$ cat config.mk
export PLATFORM = sky130hd
export DESIGN_NAME = process_region_table_checker_unit
export DESIGN_NICKNAME = d
export VERILOG_FILES = /design/src/hdl/prtc_pkg.sv /design/src/hdl/process_region_table_checker_unit.sv
export SDC_FILE = /design/constraint.sdc
export NUM_CORES = 2
export LEC_CHECK = 0
export BUFFER_PORTS_ARGS = -buffer_cell sky130_fd_sc_hd__buf_2
export CAP_MARGIN = 20
export CORE_MARGIN = 2
export CORE_UTILIZATION = 40
export CTS_CLUSTER_DIAMETER = 50
export DETAILED_ROUTE_END_ITERATION = 8
export HOLD_SLACK_MARGIN = 0.15
export SYNTH_ARGS = -nofsm -noshare
export SYNTH_HDL_FRONTEND = slang
export SYNTH_SLANG_ARGS = --single-unit
$ cat constraint.sdc
create_clock -name aclk -period 10.6 [get_ports aclk]
set_input_delay 1.59 -clock aclk [delete_from_list [all_inputs] [get_ports aclk]]
set_output_delay 1.59 -clock aclk [all_outputs]
set_load 0.01 [all_outputs]
$ cat src/hdl/prtc_pkg.sv
`timescale 1ns / 1ps
// ----------------------------------------------------------------------------
// prtc_pkg
// Shared constants and codes for the process region table checker.
// ----------------------------------------------------------------------------
package prtc_pkg;

    // Table geometry
    localparam int NUM_SLOTS       = 14;
    localparam int FIRST_USER_SLOT = 2;
    localparam int SLOT_W          = $clog2(NUM_SLOTS);

    // Address arithmetic width, fixed by the 32-bit address fields
    localparam int ADDR_W     = 32;
    localparam int BLOCK_BITS = 9;

    // Channel and field widths
    localparam int STATUS_W   = 3;
    localparam int SLOT_OUT_W = 4;
    localparam int OP_W       = 2;
    localparam int S_DATA_W   = 104;
    localparam int M_DATA_W   = 72;

    typedef enum logic [OP_W-1:0] {
        OP_LOAD  = 2'd0,
        OP_ALLOC = 2'd1,
        OP_FREE  = 2'd2,
        OP_CHECK = 2'd3
    } op_t;

    typedef enum logic [STATUS_W-1:0] {
        ST_OK       = 3'd0,
        ST_NOSLOT   = 3'd1,
        ST_NOTFOUND = 3'd2,
        ST_FAULT    = 3'd3,
        ST_NOMEM    = 3'd4
    } status_t;

endpackage

$ cat src/hdl/process_region_table_checker_unit.sv
`timescale 1ns / 1ps
// ----------------------------------------------------------------------------
// process_region_table_checker_unit
// Region table of one process with load, allocate, free and access check.
// ----------------------------------------------------------------------------
// Usage:
//   One request transfer on the s_ channel (operation in s_tuser, the other
//   fields in s_tdata) gives exactly one result transfer on the m_ channel.
//   The single configuration bit split_code_mode is written through
//   cfg_wr_en / cfg_wr_data while no request is in flight.
// Operation:
//   A request first passes a setup step, where the saturating end address is
//   formed by the one shared adder, then walks the slot table one entry per
//   cycle through a single read port. A load skips the walk, and a check that
//   finds its region passes a clip step. The table walk sets the rate.
// Reset:
//   aresetn (synchronous, active low) empties every slot through per-slot
//   valid bits, clears split_code_mode and drops any pending result.
// Stall:
//   The result sits in an output register; s_tready returns as soon as it is
//   loaded there. A finished request waits in its last step while an earlier
//   result is still not taken.
// ----------------------------------------------------------------------------
module process_region_table_checker_unit (
    input  logic                          aclk,
    input  logic                          aresetn,
    // split_code_mode
    input  logic                          cfg_wr_en,
    input  logic                          cfg_wr_data,
    input  logic                          s_tvalid,
    output logic                          s_tready,
    // [0] image_slot, [32:1] address, [64:33] length, [96:65] grant_address,
    // [97] write_access, [103:98] zero
    input  logic [prtc_pkg::S_DATA_W-1:0] s_tdata,
    // [1:0] operation
    input  logic [prtc_pkg::OP_W-1:0]     s_tuser,
    output logic                          m_tvalid,
    input  logic                          m_tready,
    // [2:0] status, [6:3] slot_index, [38:7] allowed_length,
    // [70:39] region_start_out, [71] zero
    output logic [prtc_pkg::M_DATA_W-1:0] m_tdata
);
    import prtc_pkg::*;

    typedef enum logic [2:0] {
        S_IDLE,
        S_PREP,
        S_SCAN,
        S_CLIP,
        S_DONE
    } state_t;

    localparam logic [SLOT_W-1:0] LAST_SLOT  = SLOT_W'(NUM_SLOTS - 1);
    localparam logic [SLOT_W-1:0] FIRST_USER = SLOT_W'(FIRST_USER_SLOT);

    // Control and status
    state_t            state_reg;
    logic              split_reg;
    logic              m_tvalid_reg;
    logic [NUM_SLOTS-1:0] valid_reg;
    logic [SLOT_W-1:0] idx_reg;

    // Captured request
    op_t               op_reg;
    logic              img_reg;
    logic [ADDR_W-1:0] addr_reg;
    logic [ADDR_W-1:0] len_reg;
    logic [ADDR_W-1:0] grant_reg;
    logic              wr_reg;

    // Working result
    logic [ADDR_W-1:0] sum_reg;
    logic [ADDR_W-1:0] hit_end_reg;
    status_t           status_reg;
    logic [SLOT_W-1:0] slot_reg;
    logic [ADDR_W-1:0] allowed_reg;
    logic [ADDR_W-1:0] rstart_reg;
    logic [M_DATA_W-1:0] m_tdata_reg;

    // Slot table storage
    logic [ADDR_W-1:0] start_mem [NUM_SLOTS];
    logic [ADDR_W-1:0] end_mem   [NUM_SLOTS];

    // Shared adder and table read
    logic [ADDR_W-1:0]     add_a;
    logic [ADDR_W:0]       add_b;
    logic [ADDR_W-BLOCK_BITS:0] blocks;
    logic [ADDR_W+1:0]     add_sum;
    logic [ADDR_W-1:0]     sat_sum;
    logic [ADDR_W-1:0]     rd_start;
    logic [ADDR_W-1:0]     rd_end;
    logic                  rd_empty;
    logic                  hit;
    logic                  scan_last;
    logic [ADDR_W-1:0]     clip_end;
    logic                  mem_we;
    logic [SLOT_W-1:0]     mem_waddr;
    logic [ADDR_W-1:0]     mem_wstart;
    logic [ADDR_W-1:0]     mem_wend;
    logic                  out_free;

    // For an allocation, round the size up to whole blocks; then add with saturation
    always_comb begin
        blocks  = {1'b0, len_reg[ADDR_W-1:BLOCK_BITS]}
                  + (ADDR_W-BLOCK_BITS+1)'(|len_reg[BLOCK_BITS-1:0]);
        add_a   = (op_reg == OP_ALLOC) ? grant_reg : addr_reg;
        add_b   = (op_reg == OP_ALLOC) ? {blocks, {BLOCK_BITS{1'b0}}}
                                       : {1'b0, len_reg};
        add_sum = {2'b00, add_a} + {1'b0, add_b};
        sat_sum = (add_sum[ADDR_W+1:ADDR_W] != 2'b00) ? {ADDR_W{1'b1}}
                                                       : add_sum[ADDR_W-1:0];
    end

    // Read the slot under the walk; an unwritten slot reads as empty
    always_comb begin
        rd_start  = valid_reg[idx_reg] ? start_mem[idx_reg] : '0;
        rd_end    = valid_reg[idx_reg] ? end_mem[idx_reg]   : '0;
        rd_empty  = (rd_start == '0);
        hit       = !rd_empty && (addr_reg >= rd_start) && (addr_reg < rd_end);
        scan_last = (idx_reg == LAST_SLOT);
        clip_end  = (sum_reg >= hit_end_reg) ? hit_end_reg : sum_reg;
        out_free  = !m_tvalid_reg || m_tready;
    end

    // Table write port
    always_comb begin
        mem_we     = 1'b0;
        mem_waddr  = idx_reg;
        mem_wstart = grant_reg;
        mem_wend   = sum_reg;
        if (state_reg == S_PREP && op_reg == OP_LOAD) begin
            mem_we     = 1'b1;
            mem_waddr  = SLOT_W'(img_reg);
            mem_wstart = addr_reg;
            mem_wend   = sat_sum;
        end else if (state_reg == S_SCAN && op_reg == OP_ALLOC && rd_empty
                     && grant_reg != '0) begin
            mem_we = 1'b1;
        end
    end

    always_ff @(posedge aclk) begin
        if (mem_we) begin
            start_mem[mem_waddr] <= mem_wstart;
            end_mem[mem_waddr]   <= mem_wend;
        end
    end

    // Sequencer
    always_ff @(posedge aclk) begin
        if (!aresetn) begin
            state_reg    <= S_IDLE;
            split_reg    <= 1'b0;
            m_tvalid_reg <= 1'b0;
            valid_reg    <= '0;
            idx_reg      <= '0;
        end else begin
            if (cfg_wr_en) begin
                split_reg <= cfg_wr_data;
            end
            // Raise the result when it is loaded, drop it once taken
            if (state_reg == S_DONE && out_free) begin
                m_tvalid_reg <= 1'b1;
            end else if (m_tready) begin
                m_tvalid_reg <= 1'b0;
            end
            if (mem_we) begin
                valid_reg[mem_waddr] <= 1'b1;
            end

            unique case (state_reg)
                S_IDLE: begin
                    if (s_tvalid) begin
                        op_reg    <= op_t'(s_tuser);
                        img_reg   <= s_tdata[0];
                        addr_reg  <= s_tdata[32:1];
                        len_reg   <= s_tdata[64:33];
                        grant_reg <= s_tdata[96:65];
                        wr_reg    <= s_tdata[97];
                        state_reg <= S_PREP;
                    end
                end
                S_PREP: begin
                    sum_reg     <= sat_sum;
                    allowed_reg <= '0;
                    rstart_reg  <= '0;
                    unique case (op_reg)
                        OP_LOAD: begin
                            status_reg <= ST_OK;
                            slot_reg   <= SLOT_W'(img_reg);
                            state_reg  <= S_DONE;
                        end
                        OP_ALLOC: begin
                            status_reg <= ST_NOSLOT;
                            slot_reg   <= '0;
                            idx_reg    <= FIRST_USER;
                            state_reg  <= S_SCAN;
                        end
                        OP_FREE: begin
                            status_reg <= ST_NOTFOUND;
                            slot_reg   <= '0;
                            idx_reg    <= FIRST_USER;
                            // A zero address never matches
                            state_reg  <= (addr_reg == '0) ? S_DONE : S_SCAN;
                        end
                        OP_CHECK: begin
                            status_reg <= ST_FAULT;
                            slot_reg   <= '0;
                            // Write checks skip the code slot in split mode
                            idx_reg    <= (split_reg && wr_reg) ? SLOT_W'(1) : '0;
                            state_reg  <= S_SCAN;
                        end
                        default: begin
                            state_reg <= S_DONE;
                        end
                    endcase
                end
                S_SCAN: begin
                    // Advance one slot per cycle until a match or the end
                    idx_reg <= idx_reg + SLOT_W'(1);
                    unique case (op_reg)
                        OP_ALLOC: begin
                            if (rd_empty) begin
                                state_reg <= S_DONE;
                                if (grant_reg == '0) begin
                                    status_reg <= ST_NOMEM;
                                end else begin
                                    status_reg <= ST_OK;
                                    slot_reg   <= idx_reg;
                                    rstart_reg <= grant_reg;
                                end
                            end else if (scan_last) begin
                                state_reg <= S_DONE;
                            end
                        end
                        OP_FREE: begin
                            if (rd_start == addr_reg) begin
                                valid_reg[idx_reg] <= 1'b0;
                                status_reg         <= ST_OK;
                                slot_reg           <= idx_reg;
                                state_reg          <= S_DONE;
                            end else if (scan_last) begin
                                state_reg <= S_DONE;
                            end
                        end
                        OP_CHECK: begin
                            if (hit) begin
                                hit_end_reg <= rd_end;
                                slot_reg    <= idx_reg;
                                state_reg   <= S_CLIP;
                            end else if (scan_last) begin
                                state_reg <= S_DONE;
                            end
                        end
                        default: begin
                            state_reg <= S_DONE;
                        end
                    endcase
                end
                S_CLIP: begin
                    // Clip the access to the region end; empty access faults
                    if (clip_end != addr_reg) begin
                        status_reg  <= ST_OK;
                        allowed_reg <= clip_end - addr_reg;
                    end else begin
                        slot_reg <= '0;
                    end
                    state_reg <= S_DONE;
                end
                S_DONE: begin
                    // Hold until the output register is free
                    if (out_free) begin
                        m_tdata_reg  <= {1'b0, rstart_reg, allowed_reg,
                                         SLOT_OUT_W'(slot_reg), status_reg};
                        state_reg    <= S_IDLE;
                    end
                end
                default: begin
                    state_reg <= S_IDLE;
                end
            endcase
        end
    end

    assign s_tready = (state_reg == S_IDLE);
    assign m_tvalid = m_tvalid_reg;
    assign m_tdata  = m_tdata_reg;

    // A request is never taken while one is in flight
    a_one_in_flight: assert property (@(posedge aclk) disable iff (!aresetn)
        s_tvalid && s_tready |=> !s_tready)
        else $error("request accepted while busy");

    // A failed result carries no slot, length or start
    a_fail_clean: assert property (@(posedge aclk) disable iff (!aresetn)
        m_tvalid && (m_tdata[2:0] != ST_OK) |->
            (m_tdata[6:3] == '0) && (m_tdata[38:7] == '0) && (m_tdata[70:39] == '0))
        else $error("failed result carries payload");

    // The walk never leaves the table
    a_idx_range: assert property (@(posedge aclk) disable iff (!aresetn)
        (state_reg == S_SCAN) |-> (idx_reg <= LAST_SLOT))
        else $error("slot walk out of range");

    // A granted region always reports its start and a user slot
    a_alloc_slot: assert property (@(posedge aclk) disable iff (!aresetn)
        m_tvalid && (m_tdata[70:39] != '0) |->
            (m_tdata[2:0] == ST_OK) && (m_tdata[6:3] >= SLOT_OUT_W'(FIRST_USER_SLOT)))
        else $error("allocation result inconsistent");

    // A result is loaded only when the previous one has gone
    a_no_overwrite: assert property (@(posedge aclk) disable iff (!aresetn)
        (state_reg == S_DONE) && m_tvalid_reg && !m_tready |=> (state_reg == S_DONE))
        else $error("result overwritten while stalled");

endmodule

Word-level counts from Yosys, hierarchy flattened

Memories as Yosys holds them, arrays and structs flattened. A register that Yosys moved wholly into a read port is not among the register bits.
Cells that the tools add are included.

Bits in registers: 329
RAM bits: 896
Input port bits: 112
Output and inout bits: 74
Logic and storage cells: 160
Memories kept: 2

Add/subtract/negate cells: 4
Order comparisons: 7
Equality and inequality tests: 24
Multiplexer cells: 64
Bitwise logic cells: 3
Reductions and logical operators: 38

Memories:

| name      | words | bits a word | read ports | clocked after memory_dff | write ports | line                                    | text |
|---|---|---|---|---|---|---|---|
| end_mem   | 14    | 32          | 1          | 1                        | 1           | process_region_table_checker_unit.sv:82 | `logic [ADDR_W-1:0] end_mem [NUM_SLOTS];` |
| start_mem | 14    | 32          | 1          | 1                        | 1           | process_region_table_checker_unit.sv:81 | `logic [ADDR_W-1:0] start_mem [NUM_SLOTS];` |

Operators by type and width:

| operator                                     | count |
|---|---|
| 32-bit 2-to-1 mux                            | 11 |
| 32-bit one-hot mux with 2 select lines       | 2 |
| 32-bit logical NOT                           | 3 |
| 14-bit 2-to-1 mux                            | 5 |
| 32-bit >= comparator                         | 2 |
| 4-bit 2-to-1 mux                             | 10 |
| 32-bit by 33-bit adder with 34-bit output    | 1 |
| 3-bit 2-to-1 mux                             | 11 |
| 33-bit 2-to-1 mux                            | 1 |
| 32-bit == test                               | 1 |
| 32-bit < comparator                          | 1 |
| 32-bit inequality test                       | 1 |
| 32-bit nonzero test                          | 1 |
| 32-bit subtractor                            | 1 |
| 3-bit one-hot mux with 3 select lines        | 3 |
| 23-bit by 1-bit adder with 24-bit output     | 1 |
| 4-bit one-hot mux with 2 select lines        | 3 |
| 4-bit one-hot mux with 3 select lines        | 2 |
| 3-bit one-hot mux with 5 select lines        | 1 |
| 14-bit AND                                   | 1 |
| 14-bit NOT                                   | 1 |
| 14-bit bitwise OR                            | 1 |
| 2-bit inequality test, second input constant | 6 |
| 3-bit inequality test, second input constant | 4 |
| 34 further kinds                             | 66 |

Depth between registers and ports, before layout

Depth in word-level cells: 14
Depth in mapped cells: 25
Mapped depth without buffers: 21

Worst setup path after synthesis

No wires, ideal clock.

Path kind: register -> register
From: register (tool-made name)
To: register valid_reg[1]
Setup time: 0.082 ns
Data arrival time: 7.776 ns
Required time: 10.518 ns
Slack: 2.742 ns
Cell stages (with the launch flop): 14
Path buffers: 5
Period minus slack after synthesis: 7.858 ns
Cell sequence: dfxtp_1 buf_6 buf_6 buf_6 buf_2 buf_2 mux2i_1 mux2i_1 nor4b_1 o2111ai_1 o31ai_4 nand3_4 o31ai_1 o221a_1

RTL lines:

| item                          | line                                     | text |
|---|---|---|
| end signal, assigned          | process_region_table_checker_unit.sv:155 | `valid_reg <= '0;` |
| end signal, assigned by index | process_region_table_checker_unit.sv:168 | `valid_reg[mem_waddr] <= 1'b1;` |
| end signal, assigned by index | process_region_table_checker_unit.sv:238 | `valid_reg[idx_reg] <= 1'b0;` |
| end, declared                 | process_region_table_checker_unit.sv:60  | `logic [NUM_SLOTS-1:0] valid_reg;` |

Worst setup path in the final report

From: register sum_reg[21]
To: register allowed_reg[31], data pin

Longest elaborated chain between the ends: 5

Ends and longest elaborated chain:

| item                                       | line                                     | text |
|---|---|---|
| start, declared                            | process_region_table_checker_unit.sv:72  | `logic [ADDR_W-1:0] sum_reg;` |
| start signal, assigned                     | process_region_table_checker_unit.sv:184 | `sum_reg <= sat_sum;` |
| 32-bit >= comparator                       | process_region_table_checker_unit.sv:121 | `clip_end = (sum_reg >= hit_end_reg) ? hit_end_reg : sum_reg;` |
| 32-bit 2-to-1 mux (*)                      | process_region_table_checker_unit.sv:121 |  |
| 32-bit subtractor (*)                      | process_region_table_checker_unit.sv:264 | `allowed_reg <= clip_end - addr_reg;` |
| 32-bit 2-to-1 mux (*)                      | process_region_table_checker_unit.sv:262 | `if (clip_end != addr_reg) begin` |
| 32-bit one-hot mux with 2 select lines (*) | process_region_table_checker_unit.sv:171 | `unique case (state_reg)` |
| end signal, assigned                       | process_region_table_checker_unit.sv:264 |  |
| end, declared                              | process_region_table_checker_unit.sv:76  | `logic [ADDR_W-1:0] allowed_reg;` |

Mark *: on every way between the ends. The rest lies on a longest branch, timed or not. The select of a mux whose other input is x is not followed.
A chain may end at the register's enable or synchronous reset.

==> impl_results.md <==
* Status: complete, no violations
* Grt total ovfl at 0
* Largest net degree at the start of global routing at 123
* Cell row count at approximately 130
* DR iter-0 viols at 3318
* Input/output buffers at 178
* Die area at ~0.14 mm²
* Top_reg_cell synth: edfxtp_1
* Tightest Pin Transition at between 1 and 1.5 ns
* Syn nets at between 3000 and 4000
* Total power at 10.8 mW
* Die Ht at roughly 370 µm
* CP arrival at 7.41 ns
* Post-synth EDFFs at around 1200
* Vias in the first global route at approximately 30000
* VDD IR-drop max at 0.118 mV
* Post-CTS Hold Buffers at 0
* RePlAce Congestion at between 0.9 and 1
* Vias at between 30000 and 40000
* Min Tclk post-route at 6.93 ns
* Drt first pass iters at 5
* Top cell type's share of synthesized area at 0.669
* Sequential area share after synthesis at 0.679
* Simple-gate share of the synthesized area at 0.0668
* Post-synth ARST share at 0
* Unrepaired setup endpoints after global routing: false
* Clk_skew at slightly above 0.04 ns
* Max Cap Violations at 0
* Area leader, netlist: edfxtp_1
* Critical Path RT at ~11 ns
* Clock power share at 0.439
* Class of the worst hold path: flip-flop to flip-flop
* DR WL met2 at between 60 and 70 mm
* Via/cell ratio at 5.64
* DPL Wire Length at roughly 93 mm
* Post-route non-filler standard cell count at around 5600
* Final Cycle Share at 0.653
* Reg2Reg Setup Slack at ~3.7 ns
* Post-Place Cells at between 5000 and 6000
* Hold-critical path depth at 0
* Nets at around 4000
* ANT nets after route at 0
* Rel. slew slack at 0.289
* Ranking of synthesized cells by area: edfxtp_1 67%, mux4_2 8.0%, ha_1 3.9%
* Most frequent cell after synthesis: edfxtp_1
* Fill cells at 11433
* Die W at ~370 µm
* Critical path peak fanout at 42
* Cell variety after synth at 79
* Reg clk slew, reported paths at approximately 0.060 ns
* Worst-Skew Late Latency at around 0.76 ns
* Mux contribution to synthesized area at 0.122
* Resized cells post-CTS at 0
* Final setup violating endpoints at 0
* Post-CTS Setup Bufs at 0
* Worst Hold Margin at about 0.42 ns
* H-tree depth at 4
* Top cells by instance count after synthesis: 1202 x edfxtp_1, 290 x nand2_1, 203 x o21ai_0
* Crit path launch type: flip-flop
* Synth Area in Compound Gates at 0.0580
* Wl on met1 at between 60 and 70 mm
* Reg2reg path depth at 19
* Mapped Area at approximately 0.054 mm²
* WL final at between 100 and 150 mm
* Sw frac at 0.221
* Final core occ at 0.463
* # IOs at ~190
* Setup TNS at 0 ns
* Root buffer cell: clkbuf_16
* First-pass GRT wire length at 212 mm
* Global Route Usage Sum at 0.213
* Logic pwr share at 0.058
* Synthesis warning total at 0
* P_int at 8.44 mW
* Leakage dissipation at 20.9 nW
* Flops & latches, synth at roughly 1200
* Fraction of layout cells with a size suffix above 1 at 0.223
* Clock sink count at between 1000 and 1500
* Pwr per Cell Area at approximately 180 mW/mm²
* Crit end category: flip-flop
* Initial antenna violation count at 6
* Largest family of logic cells by synthesized area: multiplexers
* Mapped Cells at 3401
* Post-synthesis adder-cell area fraction at 0.0400
* DRC at 0
* Wirelength per Cell at 26.6 µm
* Seq pwr share at 0.503
* Max-slew violation count at 0
* Avg Cell Area, Syn at around 16 µm²
* Sw power at between 2 and 2.5 mW
* Num CTS Buffers at around 140
* Peak Freq at about 140 MHz
* Met3 routed WL at about 11 mm
* Starting density of the core at 0.404
* CP Class: flip-flop to flip-flop
* Hold Violations, Final at 0
* Core Region at ~0.13 mm²
* Post-synthesis xor/xnor area fraction at 0.0115
* Syn-to-layout area delta at 14.7%
* CTS tree: yes
* Top sig layer: met5
* Max Buffers Root-to-Sink at 3
routing by layer:
metal | track usage | vias up
met5 | 0 | -
met4 | 0.0710 | 2
met3 | 0.0402 | 238
met2 | 0.321 | 1241
met1 | 0.312 | 15995
li1 | - | 13851
area by class of cell:
class,count,area (µm²),share of cell area
Clock inverter,78,803,0.0130
Tap cell,1768,2210,0.0358
Antenna cell,8,20.0,0.000324
Inverter,130,490,0.00793
Sequential cell,1229,36700,0.592
Multi-Input combinational cell,1894,16200,0.262
Clock buffer,170,3730,0.0603
Timing Repair Buffer,281,1730,0.0279
cells in the final DEF, fill, tap and decap left out, types with 19 or more instances in the layout:
master	n
nand2b_1	20
nor3_1	32
xor2_1	28
o21ai_0	203
dfxtp_1	23
clkinv_1	25
a31oi_1	46
xnor2_1	43
nor2_1	135
mux2i_1	111
a21o_1	30
mux4_2	191
inv_1	128
nand2_1	290
and3_1	45
o211ai_1	20
buf_2	178
nor4_1	25
a211oi_1	20
o21a_1	19
buf_4	97
clkbuf_16	145
nand4_1	44
a21oi_1	79
nor2b_1	27
mux2_2	100
nand3_1	29
edfxtp_1	1202
or2_2	35
ha_1	168
clkbuf_1	24
power by group through the flow:
stage / sequential (mW) / clock, mW / combinational [mW]
5_1_grt: 5.44 / 5.02 / 0.691
3_3_place_gp: 5.54 / 0 / 0.609
3_5_place_dp: 5.54 / 0 / 0.618
6_report: 5.44 / 4.75 / 0.632
4_1_cts: 5.44 / 4.83 / 0.622
2_1_floorplan: 5.51 / 0 / 0.424
through the flow:
stage               worst slack [ns]  instance area (µm²)
floorplan                       2.74                53900
global placement                3.74                57100
detailed placement              3.88                57200
CTS                             3.85                61700
global route                    3.28                61800
finish                          3.67                61900
cell families (layout without fill, tap and decap cells):
logic type	Yosys count	in the layout
compound gates	503	503
xor+xnor	71	71
fa+ha+maj	171	171
buf+inv	278	659
flops	1229	1229
mux	405	405
other cells	1	9
simple gates	743	743
critical path, cell delays in order, from the launching register on:
cell,delay (ns)
edfxtp_1,0.41
ha_1,0.33
a21o_1,0.16
a211o_1,0.35
a211oi_1,0.23
o211ai_1,0.12
o21ai_0,0.65
and2_2,0.49
buf_4,0.44
o21ai_0,0.17
ha_1,0.39
a2111oi_0,0.77
inv_1,0.09
a2111oi_0,0.51
a221oi_1,0.27
a41oi_1,0.49
a21oi_1,0.18
a221oi_1,0.36
xnor2_1,0.16
nor2_1,0.06
path summary, 6_finish.rpt:
path                              start                             to
setup / recovery  sum_reg[21]$_DFFE_PP_  allowed_reg[31]$_SDFFCE_PN0P_
hold / removal    slot_reg[1]$_DFFE_PP_           m_tdata[4]$_DFFE_PP_
setup reg to reg  sum_reg[21]$_DFFE_PP_  allowed_reg[31]$_SDFFCE_PN0P_
hold reg to reg   slot_reg[1]$_DFFE_PP_           m_tdata[4]$_DFFE_PP_
Note: power is estimated with default switching activity, not from simulation.
